`config.mk`:
```
export PLATFORM = sky130hd
export DESIGN_NAME = tick_clock_with_delta_timeout_queue_top_flat
export DESIGN_NICKNAME = d
export VERILOG_FILES = /design/src/design/tcdq_pkg.sv /design/src/design/tcdq_if.sv /design/src/design/tcdq_ram.sv /design/src/design/tick_clock_with_delta_timeout_queue_top.sv /design/src/flat_wrapper.sv
export SDC_FILE = /design/constraint.sdc
export NUM_CORES = 2
export LEC_CHECK = 0
export ABC_AREA = 1
export BUFFER_PORTS_ARGS = -buffer_cell sky130_fd_sc_hd__buf_2
export CAP_MARGIN = 40
export CELL_PAD_IN_SITES_DETAIL_PLACEMENT = 0
export CELL_PAD_IN_SITES_GLOBAL_PLACEMENT = 2
export CORE_MARGIN = 2
export CORE_UTILIZATION = 36
export DETAILED_ROUTE_END_ITERATION = 12
export PLACE_DENSITY = 0.87
export SYNTH_ARGS = -nofsm -noshare
export SYNTH_HDL_FRONTEND = slang
export SYNTH_SLANG_ARGS = --single-unit
```
`constraint.sdc`:
```
create_clock -name i_clk -period 5.9 [get_ports i_clk]
set_clock_uncertainty 0.2 [all_clocks]
set_input_delay 0.885 -clock i_clk [delete_from_list [all_inputs] [get_ports i_clk]]
set_output_delay 0.885 -clock i_clk [all_outputs]
set_load 0.005 [all_outputs]
```
`src/design/tcdq_pkg.sv`:
```
// Package: shared types and constants of the tick clock with delta timeout queue.
`default_nettype none
package tcdq_pkg;
    localparam int QUEUE_DEPTH = 16;
    localparam int IDX_W = $clog2(QUEUE_DEPTH);
    localparam int MAX_RESULTS = 16;

    localparam logic [1:0] FUNC_TICK = 2'd0;
    localparam logic [1:0] FUNC_ADD  = 2'd1;
    localparam logic [1:0] FUNC_SET  = 2'd2;
    localparam logic [1:0] FUNC_NOP  = 2'd3;

    localparam logic [1:0] CFG_WHOLE = 2'd0;
    localparam logic [1:0] CFG_NUM   = 2'd1;
    localparam logic [1:0] CFG_DEN   = 2'd2;

    typedef struct packed {
        logic [1:0]  func;
        logic [7:0]  task_id;
        logic [31:0] timeout;
        logic [63:0] time_value;
    } t_in;

    typedef struct packed {
        logic        status;
        logic        woken_valid;
        logic [7:0]  woken_task;
        logic        last;
        logic [63:0] sys_time;
    } t_out;

    typedef struct packed {
        logic [7:0]       task_id;
        logic [31:0]      delta;
        logic [IDX_W-1:0] nxt;
        logic             has_next;
    } t_entry;
endpackage
`default_nettype wire

```
`src/design/tcdq_if.sv`:
```
// Interface: valid/ready channel carrying one payload.
`default_nettype none
interface tcdq_if #(parameter type T = logic);
    logic valid;
    logic ready;
    T     data;
    modport source (output valid, output data, input ready);
    modport sink (input valid, input data, output ready);
endinterface
`default_nettype wire

```
`src/design/tcdq_ram.sv`:
```
// Generic single-port-write, single-read synchronous RAM with registered read data.
`default_nettype none
module tcdq_ram #(
    parameter int DEPTH = 16,
    parameter int WIDTH = 8
) (
    input  wire logic                     i_clk,
    input  wire logic                     i_we,
    input  wire logic [$clog2(DEPTH)-1:0] i_waddr,
    input  wire logic [WIDTH-1:0]         i_wdata,
    input  wire logic [$clog2(DEPTH)-1:0] i_raddr,
    output logic      [WIDTH-1:0]         o_rdata
);
    logic [WIDTH-1:0] r_mem [DEPTH];
    always_ff @(posedge i_clk) begin
        if (i_we) r_mem[i_waddr] <= i_wdata;
        o_rdata <= r_mem[i_raddr];
    end
endmodule
`default_nettype wire

```
`src/design/tick_clock_with_delta_timeout_queue_top.sv`:
```
// Top level: system time keeper with a delta-list timeout queue held in RAM.
//
// One item at a time; the next item is taken only once the last result of the
// previous one has been transferred. A set, a no-op or an add to a full table
// gives its result in the cycle after the item is accepted. A tick reads the
// list head and then releases its waiters (up to 16), one RAM read per list
// entry, before it gives its last result; it holds while the output register is
// occupied. An add to a table with room reads the head, walks the list one RAM
// read per entry (up to 15), writes the new entry and then links it behind a
// predecessor if it has one, as set by the single RAM read and write ports.
// Results leave through one output register.
`default_nettype none
module tick_clock_with_delta_timeout_queue_top
    import tcdq_pkg::*;
(
    input  wire logic        i_clk,
    input  wire logic        i_rst_n,
    input  wire logic        i_cfg_we,
    input  wire logic [1:0]  i_cfg_index,
    input  wire logic [15:0] i_cfg_data,
    tcdq_if.sink             in_ch,
    tcdq_if.source           out_ch
);
    localparam logic [2:0] S_IDLE = 3'd0, S_TCHK = 3'd1, S_ACHK = 3'd2,
                           S_AWR = 3'd3, S_PWR = 3'd4;

    logic [2:0]  r_st, n_st;
    logic [15:0] r_whole, r_num, r_den;
    logic [63:0] r_time, n_time;
    logic [15:0] r_rem, n_rem;
    logic [IDX_W-1:0] r_head, n_head;
    logic        r_ne, n_ne;
    logic [QUEUE_DEPTH-1:0] r_used, n_used;
    logic [31:0] r_add, n_add;
    logic [4:0]  r_cnt, n_cnt;
    logic [7:0]  r_task, n_task;
    logic [IDX_W-1:0] r_cur, n_cur, r_prev, n_prev, r_slot, n_slot, r_nxt, n_nxt;
    t_entry      r_pe, n_pe;
    logic        r_hprev, n_hprev;
    logic        r_hn, n_hn;
    logic [31:0] r_tmo, n_tmo;
    logic        r_pv, n_pv;
    logic [7:0]  r_pvtask, n_pvtask;
    logic        r_ov, n_ov;
    t_out        r_out, n_out;

    logic             we;
    logic [IDX_W-1:0] waddr, raddr;
    t_entry           wdata, rdata;

    tcdq_ram #(.DEPTH(QUEUE_DEPTH), .WIDTH($bits(t_entry))) u_ram (
        .i_clk(i_clk), .i_we(we), .i_waddr(waddr), .i_wdata(wdata),
        .i_raddr(raddr), .o_rdata(rdata)
    );

    logic [16:0] rem_sum;
    logic [IDX_W-1:0] free_idx;
    logic        free_any;
    logic        out_free;

    always_comb begin
        free_idx = '0;
        free_any = 1'b0;
        for (int i = QUEUE_DEPTH - 1; i >= 0; i--) begin
            if (!r_used[i]) begin
                free_idx = IDX_W'(i);
                free_any = 1'b1;
            end
        end
    end

    assign in_ch.ready  = (r_st == S_IDLE) && !r_ov;
    assign out_ch.valid = r_ov;
    assign out_ch.data  = r_out;

    always_comb begin
        n_st = r_st; n_time = r_time; n_rem = r_rem; n_head = r_head; n_ne = r_ne;
        n_used = r_used; n_add = r_add; n_cnt = r_cnt; n_task = r_task; n_cur = r_cur;
        n_prev = r_prev; n_pe = r_pe; n_hprev = r_hprev; n_slot = r_slot;
        n_nxt = r_nxt; n_hn = r_hn; n_tmo = r_tmo; n_pv = r_pv; n_pvtask = r_pvtask;
        n_ov = r_ov; n_out = r_out;
        we = 1'b0; waddr = r_cur; wdata = rdata; raddr = r_cur;
        rem_sum = {1'b0, r_rem} + {1'b0, r_num};
        out_free = !r_ov || out_ch.ready;
        if (r_ov && out_ch.ready) n_ov = 1'b0;
        case (r_st)
            S_IDLE: begin
                if (in_ch.valid && !r_ov) begin
                    n_out = '0;
                    n_out.last = 1'b1;
                    n_out.sys_time = r_time;
                    case (in_ch.data.func)
                        FUNC_TICK: begin
                            if (rem_sum >= {1'b0, r_den}) begin
                                n_add = {16'd0, r_whole} + 32'd1;
                                n_rem = 16'(rem_sum - {1'b0, r_den});
                            end else begin
                                n_add = {16'd0, r_whole};
                                n_rem = rem_sum[15:0];
                            end
                            n_time = r_time + {32'd0, n_add};
                            n_cnt = '0;
                            n_pv = 1'b0;
                            n_cur = r_head;
                            raddr = r_head;
                            n_st = S_TCHK;
                        end
                        FUNC_ADD: begin
                            if (!free_any) begin
                                n_out.status = 1'b1;
                                n_ov = 1'b1;
                            end else begin
                                n_slot = free_idx;
                                n_used[free_idx] = 1'b1;
                                n_task = in_ch.data.task_id;
                                n_tmo = in_ch.data.timeout;
                                n_hprev = 1'b0;
                                n_hn = 1'b0;
                                n_nxt = '0;
                                n_cur = r_head;
                                raddr = r_head;
                                n_st = r_ne ? S_ACHK : S_AWR;
                            end
                        end
                        FUNC_SET: begin
                            n_time = in_ch.data.time_value;
                            n_out.sys_time = in_ch.data.time_value;
                            n_ov = 1'b1;
                        end
                        default: begin
                            n_ov = 1'b1;
                        end
                    endcase
                end
            end
            S_TCHK: begin
                if (r_ne && r_cnt < 5'(MAX_RESULTS) && rdata.delta <= r_add) begin
                    if (!r_pv || out_free) begin
                        if (r_pv) begin
                            n_out = '0;
                            n_out.woken_valid = 1'b1;
                            n_out.woken_task = r_pvtask;
                            n_out.sys_time = r_time;
                            n_ov = 1'b1;
                        end
                        n_pv = 1'b1;
                        n_pvtask = rdata.task_id;
                        n_add = r_add - rdata.delta;
                        n_used[r_cur] = 1'b0;
                        n_cnt = r_cnt + 5'd1;
                        n_ne = rdata.has_next;
                        n_head = rdata.has_next ? rdata.nxt : '0;
                        n_cur = n_head;
                        raddr = n_head;
                    end
                end else if (out_free) begin
                    n_out = '0;
                    n_out.woken_valid = r_pv;
                    n_out.woken_task = r_pv ? r_pvtask : 8'd0;
                    n_out.last = 1'b1;
                    n_out.sys_time = r_time;
                    n_ov = 1'b1;
                    if (r_ne) begin
                        we = 1'b1;
                        waddr = r_cur;
                        wdata = rdata;
                        wdata.delta = (rdata.delta > r_add) ? rdata.delta - r_add : 32'd0;
                    end
                    n_st = S_IDLE;
                end
            end
            S_ACHK: begin
                if (r_tmo < rdata.delta) begin
                    we = 1'b1; waddr = r_cur; wdata = rdata;
                    wdata.delta = rdata.delta - r_tmo;
                    n_nxt = r_cur;
                    n_hn = 1'b1;
                    n_st = S_AWR;
                end else begin
                    n_tmo = r_tmo - rdata.delta;
                    n_prev = r_cur;
                    n_pe = rdata;
                    n_hprev = 1'b1;
                    if (rdata.has_next) begin
                        n_cur = rdata.nxt;
                        raddr = rdata.nxt;
                    end else begin
                        n_nxt = '0;
                        n_hn = 1'b0;
                        n_st = S_AWR;
                    end
                end
            end
            S_AWR: begin
                we = 1'b1;
                waddr = r_slot;
                wdata.task_id = r_task;
                wdata.delta = r_tmo;
                wdata.nxt = r_nxt;
                wdata.has_next = r_hn;
                if (r_hprev) begin
                    n_st = S_PWR;
                end else begin
                    n_head = r_slot;
                    n_ne = 1'b1;
                    n_out = '0;
                    n_out.last = 1'b1;
                    n_out.sys_time = r_time;
                    n_ov = 1'b1;
                    n_st = S_IDLE;
                end
            end
            S_PWR: begin
                we = 1'b1;
                waddr = r_prev;
                wdata = r_pe;
                wdata.nxt = r_slot;
                wdata.has_next = 1'b1;
                n_out = '0;
                n_out.last = 1'b1;
                n_out.sys_time = r_time;
                n_ov = 1'b1;
                n_st = S_IDLE;
            end
            default: n_st = S_IDLE;
        endcase
    end

    always_ff @(posedge i_clk) begin
        if (!i_rst_n) begin
            r_st <= S_IDLE; r_whole <= 16'd1; r_num <= 16'd0; r_den <= 16'd1;
            r_time <= '0; r_rem <= '0; r_head <= '0; r_ne <= 1'b0; r_used <= '0;
            r_ov <= 1'b0;
        end else begin
            r_st <= n_st; r_time <= n_time; r_rem <= n_rem; r_head <= n_head;
            r_ne <= n_ne; r_used <= n_used; r_ov <= n_ov;
            if (i_cfg_we) begin
                case (i_cfg_index)
                    CFG_WHOLE: r_whole <= i_cfg_data;
                    CFG_NUM:   r_num <= i_cfg_data;
                    CFG_DEN:   r_den <= i_cfg_data;
                    default: ;
                endcase
            end
        end
    end

    always_ff @(posedge i_clk) begin
        r_add <= n_add; r_cnt <= n_cnt; r_task <= n_task; r_cur <= n_cur;
        r_prev <= n_prev; r_pe <= n_pe; r_hprev <= n_hprev; r_slot <= n_slot;
        r_nxt <= n_nxt; r_hn <= n_hn; r_tmo <= n_tmo; r_pv <= n_pv;
        r_pvtask <= n_pvtask; r_out <= n_out;
    end
endmodule
`default_nettype wire

```
`src/flat_wrapper.sv`:
```
// flat-port wrapper written by rule: the top's interface ports become plain ports
module tick_clock_with_delta_timeout_queue_top_flat import tcdq_pkg::*;
  (i_clk, i_rst_n, i_cfg_we, i_cfg_index, i_cfg_data, in_ch_valid, in_ch_data, in_ch_ready, out_ch_valid, out_ch_data, out_ch_ready);
  tcdq_if #(.T(t_in)) in_ch_i ();
  tcdq_if #(.T(t_out)) out_ch_i ();
  input  wire logic i_clk;
  input  wire logic i_rst_n;
  input  wire logic i_cfg_we;
  input  wire logic [1:0] i_cfg_index;
  input  wire logic [15:0] i_cfg_data;
  input wire logic [$bits(in_ch_i.valid)-1:0] in_ch_valid;
  input wire logic [$bits(in_ch_i.data)-1:0] in_ch_data;
  output wire logic [$bits(in_ch_i.ready)-1:0] in_ch_ready;
  output wire logic [$bits(out_ch_i.valid)-1:0] out_ch_valid;
  output wire logic [$bits(out_ch_i.data)-1:0] out_ch_data;
  input wire logic [$bits(out_ch_i.ready)-1:0] out_ch_ready;
  assign in_ch_i.valid = in_ch_valid;
  assign in_ch_i.data = in_ch_data;
  assign in_ch_ready = in_ch_i.ready;
  assign out_ch_valid = out_ch_i.valid;
  assign out_ch_data = out_ch_i.data;
  assign out_ch_i.ready = out_ch_ready;
  tick_clock_with_delta_timeout_queue_top u_core (.i_clk(i_clk), .i_rst_n(i_rst_n), .i_cfg_we(i_cfg_we), .i_cfg_index(i_cfg_index), .i_cfg_data(i_cfg_data), .in_ch(in_ch_i), .out_ch(out_ch_i));
endmodule
```
-- Word level (Yosys, flattened, before mapping)
Memory sizes are Yosys's and may differ from the RTL's. A register that Yosys moved wholly into a read port is not among the register bits.
Cells that the tools add are included.
Widths: inputs -> output; s select.
- bits in registers: 372
- bits in writable memories: 720
- input bits: 129
- output and inout bits: 77
- memories kept: 1
- add/sub/neg operators: 9
- order comparisons: 9
- eq/ne operators: 24
- multiplexer cells: 144
- bitwise logic cells: 4
- reductions and logical operators: 35
- memory list (name ; words ; width ; read ports ; clocked after memory_dff ; write ports ; line ; RTL):
    u_core.u_ram.r_mem ; 16 ; 45 ; 1 ; 1 ; 1 ; tcdq_ram.sv:14 ; logic [WIDTH-1:0] r_mem [DEPTH];
- operator list (operator ; number):
    $mux 75 ; 6
    $mux 32 ; 13
    $pmux 75 s4 ; 1
    $pmux 45 s4 ; 1
    $mux 37 ; 4
    $pmux 32 s2 ; 2
    $pmux 64 s2 ; 1
    $sub 32x32->32 ; 4
    $mux 4 ; 31
    $mux 16 ; 6
    $add 64x32->64 ; 1
    $mux 64 ; 1
    $mux 1 ; 48
    $gt 32x32->1 ; 1
    $le 32x32->1 ; 1
    $lt 32x32->1 ; 1
    $pmux 16 s2 ; 1
    $pmux 4 s2 ; 4
    $mux 3 ; 7
    $mux 5 ; 4
    $reduce_and 6->1 ; 3
    $add 16x1->17 const B ; 1
    $add 16x16->17 ; 1
    $ge 17x16->1 ; 1
    other kinds (40) ; 81

-- Depth between registers and ports, before layout
- word-level depth: 25
- gate-level depth with buffers: 41

-- Cells and area by module
Synthesis repeated with hierarchy kept, for this count alone.
- cells, all modules: 7016
- area, all modules: 60356.6 um^2
- modules (own cells, without submodules) (module ; instances ; cells an instance ; area an instance (um^2) ; seq. area each (um^2)):
    tcdq_ram ; 1 ; 2967 ; 31811.8 ; 22521.6
    tick_clock_with_delta_timeout_queue_top ; 1 ; 4049 ; 28544.9 ; 9599.2

-- Worst setup path after synthesis
No wires, ideal clock.
- path type: reg2reg
- from: reg u_core.r_rem[0]
- to: reg u_core.r_time[56]
- setup time: 119 ps
- arrival time: 5946 ps
- data required time: 5581 ps
- path slack: -365 ps
- stages on the path, launching flop included: 41
- buffers on the path: 0
- clock period less this slack: 6265 ps
- path through: dfxtp_1 -> ha_1 -> fa_1 -> nand3_1 -> nand2_1 -> nand2_1 -> nand2_1 -> nand2_1 -> nand2_1 -> a21oi_1 -> o21ai_0 -> nand2_1 -> nand2_1 -> or2_2 -> nand2_1 -> inv_1 -> ha_1 -> nand2_1 -> (+5 left out) -> xor2_1 -> ha_1 -> inv_1 -> fa_1 -> nand3b_1 -> nand2_1 -> a21oi_1 -> o21ai_0 -> inv_1 -> o21ai_0 -> nand2_1 -> nand2_1 -> inv_1 -> nor3_1 -> nand2_1 -> xor2_1 -> nand2_1 -> a21oi_1
- cells in the longest elaborated chain, start to end: 8
- RTL lines (what ; line ; RTL):
    start, declared ; tick_clock_with_delta_timeout_queue_top.sv:30 ; logic [15:0] r_rem, n_rem;
    start signal, assigned ; tick_clock_with_delta_timeout_queue_top.sv:235 ; r_st <= n_st; r_time <= n_time; r_rem <= n_rem; r_head <= n_head;
    $add 16x16->17 ; tick_clock_with_delta_timeout_queue_top.sv:83 ; rem_sum = {1'b0, r_rem} + {1'b0, r_num};
    $ge 17x16->1 ; tick_clock_with_delta_timeout_queue_top.sv:94 ; if (rem_sum >= {1'b0, r_den}) begin
    $mux 32 ; tick_clock_with_delta_timeout_queue_top.sv:94 ;
    $mux 32 ; tick_clock_with_delta_timeout_queue_top.sv:92 ; case (in_ch.data.func)
    $mux 32 ; tick_clock_with_delta_timeout_queue_top.sv:88 ; if (in_ch.valid && !r_ov) begin
    $mux 32 ; tick_clock_with_delta_timeout_queue_top.sv:86 ; case (r_st)
    $add 64x32->64 ; tick_clock_with_delta_timeout_queue_top.sv:101 ; n_time = r_time + {32'd0, n_add};
    $pmux 64 s2 ; tick_clock_with_delta_timeout_queue_top.sv:92 ;
    end signal, assigned ; tick_clock_with_delta_timeout_queue_top.sv:235 ;
    end, declared ; tick_clock_with_delta_timeout_queue_top.sv:29 ; logic [63:0] r_time, n_time;
Every way passes these cells. The select of a mux whose other input is x is not followed.
A chain may end at the register's enable or synchronous reset.

-- Worst setup path in the final report
- from: reg u_core.r_rem[0]
- to: reg u_core.r_time[26]
Same word-level chain as after synthesis.

==> results.yml <==
hold_path:
  worstHoldStart: "in_ch_data[97]"
  hold_path_class: "in -> reg"
  hold_depth: 1
  min_to: "u_core.r_task[1]$_DFFE_PP_"
place:
  numPortBuffers: 205
  hpwl_um: 138000
  gp_routability_congestion: 0.958
clocking:
  cts_max_path_buffers: 3
  h-tree-depth: 3
  cts_tree: "done"
  cts_made_buffers: 120
  clkLatencyLatePin_ns: 0.77
  clockRootBuffer: "clkbuf_16"
  cts.sinks: 1137
  clk_pin_slew_worst_paths_ns: 0.06
logic_synthesis:
  ys_types: 61
  synth_top_family_by_area: "simple AND/OR/NAND/NOR gates"
  synth_seq_cells: 1137
  synth.net_count: 6686
  muxShareOfSynthArea_pct: 0.154
  synth_compound_area_share_pct: 10.2
  synth-edff-count: 935
  synth_xor_area_share_pct: 2.34
  synth_area_per_cell_um2: 9.15
  synth_area_mm2: 0.0583
  synth-main-ff-cell: "edfxtp_1"
  synth_warnings: 0
  syn_inst: 6372
  synth_fa_ha_area_share_pct: 4.06
  yosys.area_share.simple_pct: 21.9
  synthArstFlopShare_pct: 0
  yosysSeqAreaShare_pct: 55.1
power:
  p_total_w: 0.0400
  ir_drop_v: 0.000320
  power_density_mw_per_mm2: 582
  p_leak_nw: 26.6
critical_path:
  worstPathArrival_ns: 6.15
  crit_type: "reg -> reg"
  critPathMaxStageDelay_ns: 0.38
  critPathMostFrequentCell: "nand2_1"
  path_delay_family: "simple AND/OR/NAND/NOR gates"
  crit_buf_inv: 5
  crit-reg2reg-launch: "u_core.r_rem[0]$_SDFFE_PN0P_"
  required_ns: 6.33
  cp-end-kind: "flip-flop"
  reg2reg_depth: 40
  crit_slowest_cell: "fa_2"
  worstPathMaxFanout: 5
  path_depth: 40
  cp-start-kind: "flip-flop"
  reg2reg_to: "u_core.r_time[26]$_SDFFE_PN0P_"
  r2r_slack_ns: 0.18
routing:
  routed_via_density: 5.42
  ant_nets: 0
  routedWlPerCell_um: 22.7
  drc_errors: 0
  first_iter_violations: 4630
  firstDrtPassIters: 8
  postRouteWirelength_um: 204000
  via_count: 48600
sta:
  drv_slew: 0
  timing.fmax_mhz: 175
  finalSetupViolCount: 0
  slew_headroom_pct: 40.8
  timing.final.crit_share_pct: 97.0
  min_period_ns: 5.72
  rsz0062_at_grt: "yes"
  max_slew.worst_pin.slew_ns: 0.887
  hold_violations: 0
floorplanning:
  start_util_pct: 36.3
  core_area_mm2: 0.161
  die_y_um: 407
  ios: 206
  die_width_um: 407
  rows: 147
  design.die.area_mm2: 0.165
global_route:
  grt_pass1_wl_um: 298000
  grt_usage_pct: 24.0
  grt-ovfl-total: 0
  grt_pass1_vias: 46500
  grt_max_degree: 113
  grt_antenna_before_repair: 5
cells_and_area:
  areaGrowthSynthToFinish_pct: 17.9
  layout-drive-gt1-share_pct: 13.6
  final_nets: 7025
  final_core_util_pct: 42.8
run_status:
  run_status: "completed"
job:
  maxCapViolCount: 0
==> routing by layer <==
layer  vias up  GRT usage (%)  share of wire (%)
met5         -              0             0.0044
met3       313           3.12                6.9
met2      1797           37.8                 45
met1     23700           33.9                 44
li1      22900              -                  -
met4         2           8.25                3.5
==> state kept, by name, indices dropped and copies added, names as in the netlist, 32 cells and up <==
| register | count |
|---|---|
| u_core.u_ram.r_mem | 720 |
| u_core.out_ch.data | 75 |
| u_core.r_time | 64 |
| u_core.u_ram.o_rdata | 45 |
| u_core.r_pe | 40 |
| u_core.r_add | 32 |
| u_core.r_tmo | 32 |
==> placed cells by master (no fill, tap or decap), types with 24 or more instances in the layout <==
master and n:
nand2_1 1304, nand3_1 1041, edfxtp_1 935, inv_1 516, o21ai_0 392, nor2_1 361
a21oi_1 331, buf_4 277, buf_2 206, dfxtp_1 199, ha_1 163, xor2_1 127
clkbuf_16 121, nor3_1 89, a31oi_1 76, buf_12 52, o22ai_1 43, nand4_1 29
nor2_4 25, inv_2 25, xnor2_1 25, a211oi_1 24
==> cells in the mapped netlist, types with 29 or more instances <==
cell type / n / area, um^2
nor2_1: 395 / 1480
xor2_1: 129 / 1130
buf_4: 34 / 255
ha_1: 178 / 2230
o21ai_0: 421 / 2110
buf_2: 140 / 701
edfxtp_1: 935 / 28100
a31oi_1: 77 / 482
nand2_1: 1320 / 4950
o22ai_1: 43 / 269
inv_1: 525 / 1970
dfxtp_1: 202 / 4040
nor3_1: 91 / 455
clkbuf_1: 128 / 480
nand3_1: 1045 / 5230
nand4_1: 29 / 181
a21oi_1: 355 / 1780
==> report_power, final <==
group,total [W],switching (W),internal (W)
combinational,0.0193,0.0134,0.00594
sequential,0.0126,0.000931,0.0117
clock,0.00809,0.00334,0.00474
==> layout make-up <==
cell class	instances	area (um^2)
clock inverters	74	958
multi-input cells	4360	23300
clock buffers	153	3260
flip-flops and latches	1137	32100
fillers	15800	92000
inverters	547	2060
well taps	2160	2700
repair buffers	545	4300
diodes	5	12.5
==> worst max path at each step <==
| stage | startpoint | endpoint |
|---|---|---|
| 6_report | u_core.r_rem[0]$_SDFFE_PN0P_ | u_core.r_time[26]$_SDFFE_PN0P_ |
| 5_1_grt | u_core.r_rem[3]$_SDFFE_PN0P_ | u_core.r_time[46]$_SDFFE_PN0P_ |
| 4_1_cts | u_core.r_rem[0]$_SDFFE_PN0P_ | u_core.r_time[56]$_SDFFE_PN0P_ |
| 3_5_place_dp | u_core.r_rem[0]$_SDFFE_PN0P_ | u_core.r_time[22]$_SDFFE_PN0P_ |
| 3_3_place_gp | u_core.r_rem[0]$_SDFFE_PN0P_ | u_core.r_time[42]$_SDFFE_PN0P_ |
| 2_1_floorplan | u_core.r_rem[0]$_SDFFE_PN0P_ | u_core.r_time[42]$_SDFFE_PN0P_ |
==> logic make-up after synthesis <==
kind of cell,after synthesis
flip-flops,1137
XOR/XNOR,156
AO/OA/AOI/OAI,1060
adder cells (fa/ha/maj),185
buffers and inverters,875
AND/OR/NAND/NOR,2950
multiplexers,9
==> through the flow <==
step           hold slack [ns]  TNS, ns  cells  cell area [um^2]  setup WS [ns]
6_report                 0.123        0   8981             68700          0.177
5_1_grt                 0.0947    -3.33   8980             68700         -0.208
4_1_cts                 0.0776        0   8966             68100         0.0193
3_5_place_dp             0.242   -10.34   8736             63800         -0.394
3_3_place_gp             0.237    -7.70   8728             63700         -0.372
2_1_floorplan            0.203        0   6372             58300        0.00313
==> repair_timing <==
action,4_1_cts,5_1_grt
cloned,0,1
pin swaps,8,53
hold buffers,0,0
buffers inserted,3,9
endpoints found under the setup margin,53,55
resized for setup,29,129
No activity file was read; power rests on OpenSTA's default activity.
